### config.mk
export PLATFORM = sky130hd
export DESIGN_NAME = mdsf_div
export DESIGN_NICKNAME = d
export VERILOG_FILES = /design/src/sv/mdsf_pkg.sv /design/src/sv/mdsf_div.sv
export SDC_FILE = /design/constraint.sdc
export NUM_CORES = 1
export LEC_CHECK = 0
export BUFFER_PORTS_ARGS = -buffer_cell sky130_fd_sc_hd__buf_2
export CAP_MARGIN = 20
export CELL_PAD_IN_SITES_DETAIL_PLACEMENT = 1
export CELL_PAD_IN_SITES_GLOBAL_PLACEMENT = 1
export CORE_MARGIN = 5
export CORE_UTILIZATION = 46
export DETAILED_ROUTE_END_ITERATION = 8
export PLACE_DENSITY = 0.83
export SLEW_MARGIN = 20
export SYNTH_ARGS = -nofsm -noshare
export SYNTH_HDL_FRONTEND = slang
export SYNTH_SLANG_ARGS = --single-unit
export TNS_END_PERCENT = 5
### constraint.sdc
create_clock -name i_clk -period 2.72 [get_ports i_clk]
set_input_delay 0.272 -clock i_clk [delete_from_list [all_inputs] [get_ports i_clk]]
set_output_delay 0.272 -clock i_clk [all_outputs]
set_load 0.02 [all_outputs]
### src/sv/mdsf_pkg.sv
// mdsf_pkg: constants, types and codes for the mixdown sample fifo
// no dependencies; imported by the interfaces and every module of the block
package mdsf_pkg;

    localparam int DEPTH       = 1024;
    localparam int CHANNELS    = 8;
    localparam int SAMPLE_W    = 16;
    localparam int ADDR_W      = $clog2(DEPTH);
    localparam int LEVEL_W     = 11;
    localparam int ACTION_W    = 2;
    localparam int COUNT_W     = 4;
    localparam int TOTAL_W     = 64;
    localparam int SUM_W       = SAMPLE_W + $clog2(CHANNELS);
    localparam int DIV_STEP_W  = $clog2(SUM_W);
    localparam int CAP_MIN     = 2;

    localparam logic [ACTION_W-1:0] ACT_PUSH  = 2'd0;
    localparam logic [ACTION_W-1:0] ACT_POP   = 2'd1;
    localparam logic [ACTION_W-1:0] ACT_CLEAR = 2'd2;

    typedef logic signed [SAMPLE_W-1:0] t_sample;
    typedef logic signed [SUM_W-1:0]    t_sum;
    typedef logic [ADDR_W-1:0]          t_addr;
    typedef logic [LEVEL_W-1:0]         t_level;
    typedef logic [COUNT_W-1:0]         t_count;
    typedef logic [TOTAL_W-1:0]         t_total;

    typedef struct packed {
        logic   start;
        t_sum   num;
        t_count den;
    } t_div_req;

    typedef struct packed {
        logic    done;
        t_sample quot;
    } t_div_rsp;

endpackage

### src/sv/mdsf_div.sv
// mdsf_div: bit-serial restoring divider for the channel average
// one quotient bit per cycle, truncates toward zero; depends on mdsf_pkg
module mdsf_div (
    input  logic              i_clk,
    input  logic              i_rst_n,
    input  mdsf_pkg::t_div_req i_req,
    output mdsf_pkg::t_div_rsp o_rsp
);
    import mdsf_pkg::*;

    logic                  r_busy;
    logic                  r_done;
    logic [DIV_STEP_W-1:0] r_cnt;
    logic [SUM_W-1:0]      r_work;
    t_count                r_rem;
    t_count                r_den;
    logic                  r_neg;

    logic [COUNT_W:0]      rem_sh;
    logic                  ge;
    logic [COUNT_W:0]      rem_sub;
    logic [SUM_W-1:0]      quot_s;

    always_comb begin
        rem_sh  = {r_rem, r_work[SUM_W-1]};
        ge      = rem_sh >= {1'b0, r_den};
        rem_sub = rem_sh - {1'b0, r_den};
        quot_s  = r_neg ? (~r_work + 1'b1) : r_work;
    end

    always_ff @(posedge i_clk) begin
        if (!i_rst_n) begin
            r_busy <= 1'b0;
            r_done <= 1'b0;
            r_cnt  <= '0;
        end else begin
            r_done <= 1'b0;
            if (i_req.start) begin
                r_busy <= 1'b1;
                r_cnt  <= '0;
                r_neg  <= i_req.num[SUM_W-1];
                r_work <= i_req.num[SUM_W-1] ? (~i_req.num + 1'b1) : i_req.num;
                r_rem  <= '0;
                r_den  <= i_req.den;
            end else if (r_busy) begin
                r_work <= {r_work[SUM_W-2:0], ge};
                r_rem  <= ge ? rem_sub[COUNT_W-1:0] : rem_sh[COUNT_W-1:0];
                r_cnt  <= r_cnt + 1'b1;
                if (r_cnt == DIV_STEP_W'(SUM_W - 1)) begin
                    r_busy <= 1'b0;
                    r_done <= 1'b1;
                end
            end
        end
    end

    assign o_rsp.done = r_done;
    assign o_rsp.quot = quot_s[SAMPLE_W-1:0];

endmodule

==> qor.yml, run 1 <==
synth.top_cells.by_area: "edfxtp_1, xnor2_1, dfxtp_1"
timing.fmax_mhz: 411
cp_data_required_time_ps: 2450
grt.overflow.total: 0
path_cells: "nor4_1 > nand2_1 > o41ai_1 > xnor2_1 > buf_2"
cts_setup_buffers: 0
diodes: 0
rsz0062_at_grt: "no"
dp_hpwl_um: 4680
cts_root_buf: "clkbuf_8"
hold_viol: 0
ys_seq_elements: 35
grt_pass1_vias: 2087
p_leak_nw: 1.06
hold_path.class: "primary input to register"
r2r_cells: 5
post_cts_resized: 0
syn2layout_area_growth_pct: 14.3
max_slew_margin: 0.451
die_y_um: 82.5
grt_first_pass_wirelength_um: 10100
power.density_mw_per_mm2: 517
synth_nets: 286
viasPerCell: 5.66
start_kind: "register"
synth.most_common_cell: "edfxtp_1"
synth_top_area_frac: 0.347
rrSetupSlack_ps: 900
endpoint_kind: "output pin"
cts_tree: "done"
worstPathMaxFanout: 5
drc_errors: 0
fin_setup_tns_ps: 0
cp_slowest_cell: "edfxtp_1"
stdcell_count: 359
finalCritPeriodShare: 0.895
min_path_cells: 1
synth_commonest_cells: "edfxtp_1, nor2_1, nand2_1, xnor2_1, a21oi_1"
antenna_found_initial: 0
worst_slew_pin_slew_ps: 823
cp_slowest_stage_delay_ps: 480
grt.total_usage: 0.195
die_w_um: 82.5
syn_area_per_cell_um2: 9.64
htree_levels: 2
clk_pin_slew_ps: 80
fin_worst_skew_ps: 10.9
finalMaxSlewViolations: 0
cp_num_buf_inv: 1
synthCells: 251
coreArea_mm2: 0.00511
setup_viol: 0
portBuffers: 42
synth_area_leader_cell: "edfxtp_1"
dr_total_vias: 2032
nNetsFinal: 323
numCtsBuffers: 5
dp.cells: 351
critPathArrivalTime_ps: 2160
antenna_left: 0
initial_core_util: 0.474
grt_max_degree: 50
ys_warn_count: 0
r2r_end: "r_rem[0]"
num_rows: 26
crit_type: "register to output pin"
final.min_clock_period_ps: 2440
clk_latency_ps: 300
whs_endpoint: "r_den[3]"
pin_count: 43
synth_edf_count: 28
routed_wl_um: 6170
r2r_start: "r_rem[0]"
dr.first_iter.drc_count: 130
dr.pass1.iters: 4
layout-drive-gt1-share: 0.197
ys.flop_type: "edfxtp_1"
crit_family: "simple AND/OR/NAND/NOR gates"
clockBufferDepth: 2
hold_buffers: 0
min-delay-start: "i_req[3]"
cts.sinks: 35
total_power_mw: 1.43
synthesis.area_mm2: 0.00242
synth.distinct_cells: 44
wire_per_inst_um: 17.2
yosysSeqAreaShare: 0.405
peakVddDrop_v: 0.000253
status: "finished clean"
async_flop_share: 0
globalplace.congestion: 0.897
dieArea_mm2: 0.00681
cap_violations: 0
layout by cell type, fill, tap and decap left out, drive strengths merged, types with 3 or more instances in the layout:
| master | synthesis | final |
|---|---|---|
| edfxtp | 28 | 28 |
| nor2b | 5 | 5 |
| nor2 | 22 | 22 |
| buf | 5 | 43 |
| inv | 14 | 15 |
| mux2i | 4 | 4 |
| a21oi | 16 | 16 |
| xnor2 | 17 | 17 |
| o31ai | 8 | 8 |
| or3 | 6 | 6 |
| nand4 | 7 | 7 |
| nor3 | 9 | 9 |
| o41ai | 7 | 7 |
| dfxtp | 7 | 7 |
| clkbuf | 8 | 7 |
| xor2 | 14 | 14 |
| nor4 | 8 | 8 |
| or4 | 5 | 5 |
| o21ai | 10 | 10 |
| nand2 | 17 | 17 |
| ha | 8 | 8 |
| a211oi | 3 | 3 |
through the flow:
stage          cell area, µm²  setup slack, ps   util  hold WS, ps
6_report                 2770              284  0.541          146
3_3_place_gp             2660              599  0.521          450
3_5_place_dp             2660              554  0.521          453
5_1_grt                  2770             45.1  0.541          148
4_1_cts                  2770              253  0.541          140
2_1_floorplan            2420              846      -          371
flip-flops by register name, indices dropped and copies added, names as in the netlist:
register  cells
r_work       19
r_cnt         5
r_den         4
r_rem         4
r_busy        1
r_done        1
r_neg         1
report_power, final:
part	switching (mW)	total [mW]	internal, mW
Sequential	0.0369	0.661	0.624
Combinational	0.201	0.330	0.130
Clock	0.200	0.437	0.237
cells by family after synthesis:
| logic type | after synthesis | synth area share |
|---|---|---|
| DFF | 35 | 0.405 |
| buffers and inverters | 27 | 0.0481 |
| adders and majority gates | 9 | 0.0496 |
| and+or+nand+nor | 92 | 0.199 |
| xor gates and xnor gates | 31 | 0.112 |
| AOI/OAI and AO/OA | 52 | 0.165 |
| muxes | 5 | 0.0212 |
metal layers:
metal	up-vias	part of all wire	track usage
met3	9	0.044	0.0249
met5	-	0	0
met1	978	0.46	0.250
met2	45	0.48	0.337
li1	1000	-	-
met4	0	0.015	0.0654
how the worst max path moves through the flow:
stage	start	endpoint	slack, ps	depth (start not counted)
after floorplan	r_work[9]	o_rsp[13]	850	4
after global placement	i_req[9]	r_work[11]	600	5
after detailed placement	i_req[9]	r_work[13]	550	5
after CTS	r_work[4]	o_rsp[15]	250	5
after global routing	r_work[4]	o_rsp[15]	50	5
final	r_work[4]	o_rsp[15]	280	5
final cells by class:
cell class / instances / area (µm²)
Timing Repair Buffer: 43 / 218
Clock buffer: 7 / 97.6
Tap cell: 70 / 87.6
Sequential cell: 35 / 981
Clock inverter: 1 / 6.26
Multi-Input combinational cell: 189 / 1320
Inverter: 14 / 52.6
Fill cell: 628 / 2340
Note: power is estimated with default switching activity, not from simulation.
==> inputs of run 2 (changes only) <==
--- a/config.mk
+++ b/config.mk
@@ -10,9 +10,9 @@
 export CELL_PAD_IN_SITES_DETAIL_PLACEMENT = 1
 export CELL_PAD_IN_SITES_GLOBAL_PLACEMENT = 1
 export CORE_MARGIN = 5
-export CORE_UTILIZATION = 46
+export CORE_UTILIZATION = 43
 export DETAILED_ROUTE_END_ITERATION = 8
-export PLACE_DENSITY = 0.83
+export PLACE_DENSITY = 0.78
 export SLEW_MARGIN = 20
 export SYNTH_ARGS = -nofsm -noshare
 export SYNTH_HDL_FRONTEND = slang
==> constraint.sdc (replaced) <==
create_clock -name i_clk -period 2.57 [get_ports i_clk]
set_input_delay 0.257 -clock i_clk [delete_from_list [all_inputs] [get_ports i_clk]]
set_output_delay 0.257 -clock i_clk [all_outputs]
set_load 0.02 [all_outputs]
==> run 2 against run 1 <==
  * Via count about the same
  * Total power increased by 4.0%
  * Final cell count increased by 0.84%
  * Sequential share of layout area decreased by 0.13 points
  * Largest power group unchanged
  * Non-clock buffer count increased by 1
  * Register-to-register slack got worse by 190 ps
  * Global-route usage decreased by 1.5 points
  * Hold slack got worse by 7.6 ps
  * Clock skew decreased by 3.9 ps
  * Routed wire length increased by 1.5%
  * Die area increased by 6.1%
==> qor.yml, run 2 (synthesized netlist as in run 1, its figures left out) <==
dp.cells: 354  # was 351
dr_total_vias: 2031  # was 2032
cp_data_required_time_ps: 2310  # was 2450 ps
finalCritPeriodShare: 0.909
grt_max_degree: 28  # was 50
wl_met1_um: 2800  # was 2820 µm
n_fill_cell: 668  # was 628
dp_hpwl_um: 4770  # was 4680 µm
multi_input_area_mm2: 0.00133  # was 0.00132 mm²
worst_slew_pin_slew_ps: 619  # was 823 ps
peakVddDrop_v: 0.000406  # was 0.000253 V
grt_first_pass_wirelength_um: 10500  # was 10100 µm
setup_slack_ps: 233  # was 284 ps
crit_type: "register to output pin"  # unchanged
rsz0062_at_grt: "no"  # unchanged
clockBufferDepth: 2  # unchanged
antenna_found_initial: 0  # unchanged
final.min_clock_period_ps: 2340
fin_worst_skew_ps: 6.98  # was 10.9 ps
clk_pin_slew_ps: 80  # about the same
start_kind: "register"  # unchanged
drc_errors: 0  # unchanged
layout_commonest_cell: "buf_2"  # unchanged
dr.pass1.iters: 4  # unchanged
layout_common_cells: "buf_2, edfxtp_1, nor2_1"  # unchanged
antenna_left: 0  # unchanged
max_slew_margin: 0.583  # was 0.451
endpoint_kind: "output pin"  # unchanged
num_rows: 27  # was 26
routed_wl_um: 6260  # was 6170 µm
nNetsFinal: 324  # was 323
finalMaxSlewViolations: 0  # unchanged
reg_top3: "r_work: 19 flops, r_cnt: 5 flops"  # unchanged
worstPathMaxFanout: 4  # was 5
largest_reg_flops: 19  # unchanged
wl_met2_um: 3040  # was 2990 µm
hold_slack_ps: 138  # was 146 ps
stdcell_count: 362  # was 359
cts_root_buf: "clkbuf_8"  # unchanged
grt_pass1_vias: 2054  # was 2087
fin_setup_tns_ps: 0  # unchanged
fin_area_mm2: 0.00278  # was 0.00277 mm²
portBuffers: 42  # unchanged
dr.first_iter.drc_count: 99  # was 130
hold_buffers: 0  # unchanged
cts.sinks: 35  # unchanged
wire_per_inst_um: 17.3  # was 17.2 µm
cts_setup_buffers: 0  # unchanged
numCtsBuffers: 5  # unchanged
status: "finished clean"  # unchanged
cts_tree: "done"  # unchanged
initial_core_util: 0.442  # was 0.474
layout-drive-gt1-share: 0.207  # was 0.197
clk_latency_ps: 290  # was 300 ps
r2r_cells: 5  # unchanged
globalplace.congestion: 0.839  # was 0.897
met3_length_um: 366  # was 270 µm
critPathArrivalTime_ps: 2080  # was 2160 ps
syn2layout_area_growth_pct: 14.7  # was 14.3%
grt.total_usage: 0.180  # was 0.195
pin_count: 43  # unchanged
cap_violations: 0  # unchanged
p_leak_nw: 1.07  # was 1.06 nW
power.density_mw_per_mm2: 535  # was 517 mW/mm²
setup_viol: 0  # unchanged
coreArea_mm2: 0.00547  # was 0.00511 mm²
viasPerCell: 5.61  # was 5.66
htree_levels: 2  # unchanged
grt.overflow.total: 0  # unchanged
dieArea_mm2: 0.00723  # was 0.00681 mm²
hold_path.class: "primary input to register"  # unchanged
largest-register: "r_work"  # unchanged
hold_viol: 0  # unchanged
die_y_um: 85.0  # was 82.5 µm
die_w_um: 85.0  # was 82.5 µm
min_path_cells: 1  # unchanged
pre_cts_slack_ps: 414  # was 554 ps
post_cts_resized: 0  # unchanged
diodes: 0  # unchanged
register_area_um2: 981  # unchanged
timing.fmax_mhz: 428
top_layer: "met4"  # unchanged
placed_area_mm2: 0.00267  # was 0.00266 mm²
run 2: changes by cell type in the layout (fill, tap and decap cells not counted), sizes merged:
cell / before / now
buf: 43 / 44
clkbuf: 7 / 6
clkinv: 0 / 1
run 2: area by class of cell:
class                      count  area share
tap                           72      0.0325
inverter                      14      0.0189
multi-input combinational    189       0.479
sequential                    35       0.353
clock inverter                 2     0.00541
clock buffer                   6      0.0298
timing repair buffer          44      0.0812
run 2: path summary, 6_finish.rpt:
check	slack, ps	from	endpoint
hold / removal	140	i_req[2]	r_den[2]
setup / recovery	230	r_work[9]	o_rsp[13]
hold reg to reg	540	r_cnt[4]	r_cnt[4]
setup reg to reg	710	r_rem[0]	r_rem[0]
run 2: layer usage:
metal	GRT usage	vias up
li1	-	1006
met1	0.237	970
met2	0.304	49
met3	0.0379	6
met4	0.0388	0
met5	0	-
run 2: power by group:
| group | switching (mW) | internal [mW] | leakage [nW] | total (mW) |
|---|---|---|---|---|
| clock | 0.218 | 0.220 | 0.0517 | 0.438 |
| combinational | 0.210 | 0.138 | 0.694 | 0.348 |
| sequential | 0.0399 | 0.661 | 0.322 | 0.700 |
run 2: per-stage QoR:
stage / power [mW] / util
3_3_place_gp: 1.05 / 0.488
6_report: 1.49 / 0.507
5_1_grt: 1.56 / 0.507
3_5_place_dp: 1.06 / 0.488
4_1_cts: 1.50 / 0.506
2_1_floorplan: 0.940 / -
run 2: critical path, cell delays in order, from the launching register on:
cell and delay [ps]:
edfxtp_1 440, or3_1 450, or4_1 420, o21ai_1 160
xnor2_1 140, buf_2 190
==> inputs of run 3 (changes only) <==
--- a/config.mk
+++ b/config.mk
@@ -9,10 +9,10 @@
 export CAP_MARGIN = 20
 export CELL_PAD_IN_SITES_DETAIL_PLACEMENT = 1
 export CELL_PAD_IN_SITES_GLOBAL_PLACEMENT = 1
-export CORE_MARGIN = 5
 export CORE_UTILIZATION = 43
 export DETAILED_ROUTE_END_ITERATION = 8
 export PLACE_DENSITY = 0.78
+export REMOVE_ABC_BUFFERS = 1
 export SLEW_MARGIN = 20
 export SYNTH_ARGS = -nofsm -noshare
 export SYNTH_HDL_FRONTEND = slang
==> run 3 against run 2 <==
  * Count of clock-buffer cells in the layout is the same
  * Highest routed layer unchanged
  * Clock skew shrank 2.3 ps
  * Critical path type unchanged
  * Maximum frequency shrank 1.6%
  * Hold slack lost 0.74 ps
  * Non-clock buffer count grew 1
==> qor.yml, run 3 (synthesized netlist as in run 1, its figures left out) <==
syn2layout_area_growth_pct: 15.5  # was 14.7%
nNetsFinal: 325  # was 324
setup_slack_ps: 195  # was 233 ps
cts.sinks: 35  # unchanged
cp_data_required_time_ps: 2310  # about the same
largest-register: "r_work"  # unchanged
grt.total_usage: 0.230  # was 0.180
p_leak_nw: 1.08  # was 1.07 nW
dr.pass1.iters: 4  # unchanged
dr_total_vias: 2043  # was 2031
endpoint_kind: "output pin"  # unchanged
power.density_mw_per_mm2: 549  # was 535 mW/mm²
grt_busiest_layer: "met2"  # unchanged
cts_root_buf: "clkbuf_8"  # unchanged
dieArea_mm2: 0.00593  # was 0.00723 mm²
finalMaxSlewViolations: 0  # unchanged
coreArea_mm2: 0.00527  # was 0.00547 mm²
drc_errors: 0  # unchanged
globalplace.congestion: 0.835  # was 0.839
timing.fmax_mhz: 421  # was 428 MHz
fin_worst_skew_ps: 4.66  # was 6.98 ps
n_fill_cell: 642  # was 668
setup_viol: 0  # unchanged
peakVddDrop_v: 0.000298  # was 0.000406 V
worstPathMaxFanout: 5  # was 4
cp_slowest_stage_delay_ps: 470  # was 450 ps
grt_use_met3: 0.0357  # was 0.0379
grt_first_pass_wirelength_um: 10700  # was 10500 µm
pre_cts_slack_ps: 359  # was 414 ps
diodes: 0  # unchanged
max_slew_margin: 0.545  # was 0.583
wire_per_inst_um: 17.5  # was 17.3 µm
final.min_clock_period_ps: 2370  # was 2340 ps
reg_top3: "r_work: 19 flops, r_cnt: 5 flops"  # unchanged
layout_commonest_cell: "buf_2"  # unchanged
initial_core_util: 0.459  # was 0.442
clk_latency_ps: 290  # about the same
worst_slew_pin_slew_ps: 677  # was 619 ps
cp_slowest_cell: "edfxtp_1"  # was or3_1
status: "finished clean"  # unchanged
largest_reg_flops: 19  # unchanged
finalCritPeriodShare: 0.924  # was 0.909
grt.overflow.total: 0  # unchanged
layout-drive-gt1-share: 0.210  # was 0.207
clockBufferDepth: 2  # unchanged
antenna_left: 0  # unchanged
dr.first_iter.drc_count: 101  # was 99
crit_type: "register to output pin"  # unchanged
portBuffers: 42  # unchanged
die_y_um: 77.0  # was 85.0 µm
cap_violations: 0  # unchanged
grt_pass1_vias: 2121  # was 2054
routed_wl_um: 6320  # was 6260 µm
met2_usage: 0.380  # was 0.304
start_kind: "register"  # unchanged
path_cells: "nor4_2 > nand2_1 > o41ai_1 > xnor2_1 > buf_2"  # was or3_1 > or4_1 > o21ai_1 > xnor2_1 > buf_2
hold_buffers: 0  # unchanged
cts_tree: "done"  # unchanged
critPathArrivalTime_ps: 2120  # was 2080 ps
antenna_found_initial: 0  # unchanged
die_w_um: 77.0  # was 85.0 µm
num_rows: 26  # was 27
hold_path.class: "primary input to register"  # unchanged
dp_hpwl_um: 4660  # was 4770 µm
layout_common_cells: "buf_2, edfxtp_1, nor2_1"  # unchanged
viasPerCell: 5.66  # was 5.61
htree_levels: 2  # unchanged
pin_count: 43  # unchanged
grt_max_degree: 27  # was 28
hold_viol: 0  # unchanged
grtUsageMet1: 0.305  # was 0.237
fin_setup_tns_ps: 0  # unchanged
rsz0062_at_grt: "no"  # unchanged
clk_pin_slew_ps: 80  # about the same
numCtsBuffers: 5  # unchanged
-- run 3: cell count changes in the layout (fill, tap and decap cells not counted), sizes merged --
| cell | change |
|---|---|
| buf | +1 |
-- run 3: worst max-delay path: cells and delay by family (launching register included) --
kind	cells	cell delay [ps]
compound gates	1	390
buf+inv	1	180
simple gates	2	620
xor+xnor	1	160
flops	1	470
-- run 3: final cells by class --
type	count	area (µm²)	share of cell area
clock buffers	6	93.8	0.0336
clock inverters	2	17.5	0.00627
inverters	14	52.6	0.0188
multi-input cells	189	1330	0.476
flip-flops and latches	35	981	0.351
well taps	70	87.6	0.0313
repair buffers	45	233	0.0833
-- run 3: per-layer routing --
layer	part of all wire	up-vias
li1	-	1006
met1	0.48	987
met4	0.021	0
met5	0	-
met2	0.48	38
met3	0.024	12
-- run 3: what timing repair did --
item / in CTS / in global routing
resized for setup: 0 / 2
endpoints found under the hold margin: 0 / 0
endpoints found under the setup margin: 0 / 5
buffers inserted: 0 / 0
-- run 3: power breakdown --
| part | total, mW | leakage (nW) | switching, mW | internal, mW |
|---|---|---|---|---|
| Combinational | 0.355 | 0.699 | 0.215 | 0.139 |
| Clock | 0.478 | 0.0569 | 0.223 | 0.255 |
| Sequential | 0.700 | 0.322 | 0.0396 | 0.660 |
-- run 3: path summary, 6_finish.rpt --
path	from	end	slack, ps	cells after the start
setup reg to reg	r_rem[0]	r_rem[1]	660	5
setup / recovery	r_work[5]	o_rsp[15]	200	5
hold / removal	i_req[2]	r_den[2]	140	1
hold reg to reg	r_cnt[4]	r_cnt[4]	520	2
-- run 3: metrics by stage --
| step | power [mW] | util | cell area (µm²) | hold slack [ps] | cells |
|---|---|---|---|---|---|
| 2_1_floorplan | 0.923 | - | 2360 | 356 | 238 |
| 3_3_place_gp | 1.04 | 0.508 | 2680 | 435 | 353 |
| 3_5_place_dp | 1.06 | 0.508 | 2680 | 436 | 353 |
| 4_1_cts | 1.54 | 0.529 | 2790 | 128 | 361 |
| 5_1_grt | 1.61 | 0.530 | 2790 | 124 | 361 |
| 6_report | 1.53 | 0.530 | 2790 | 137 | 361 |
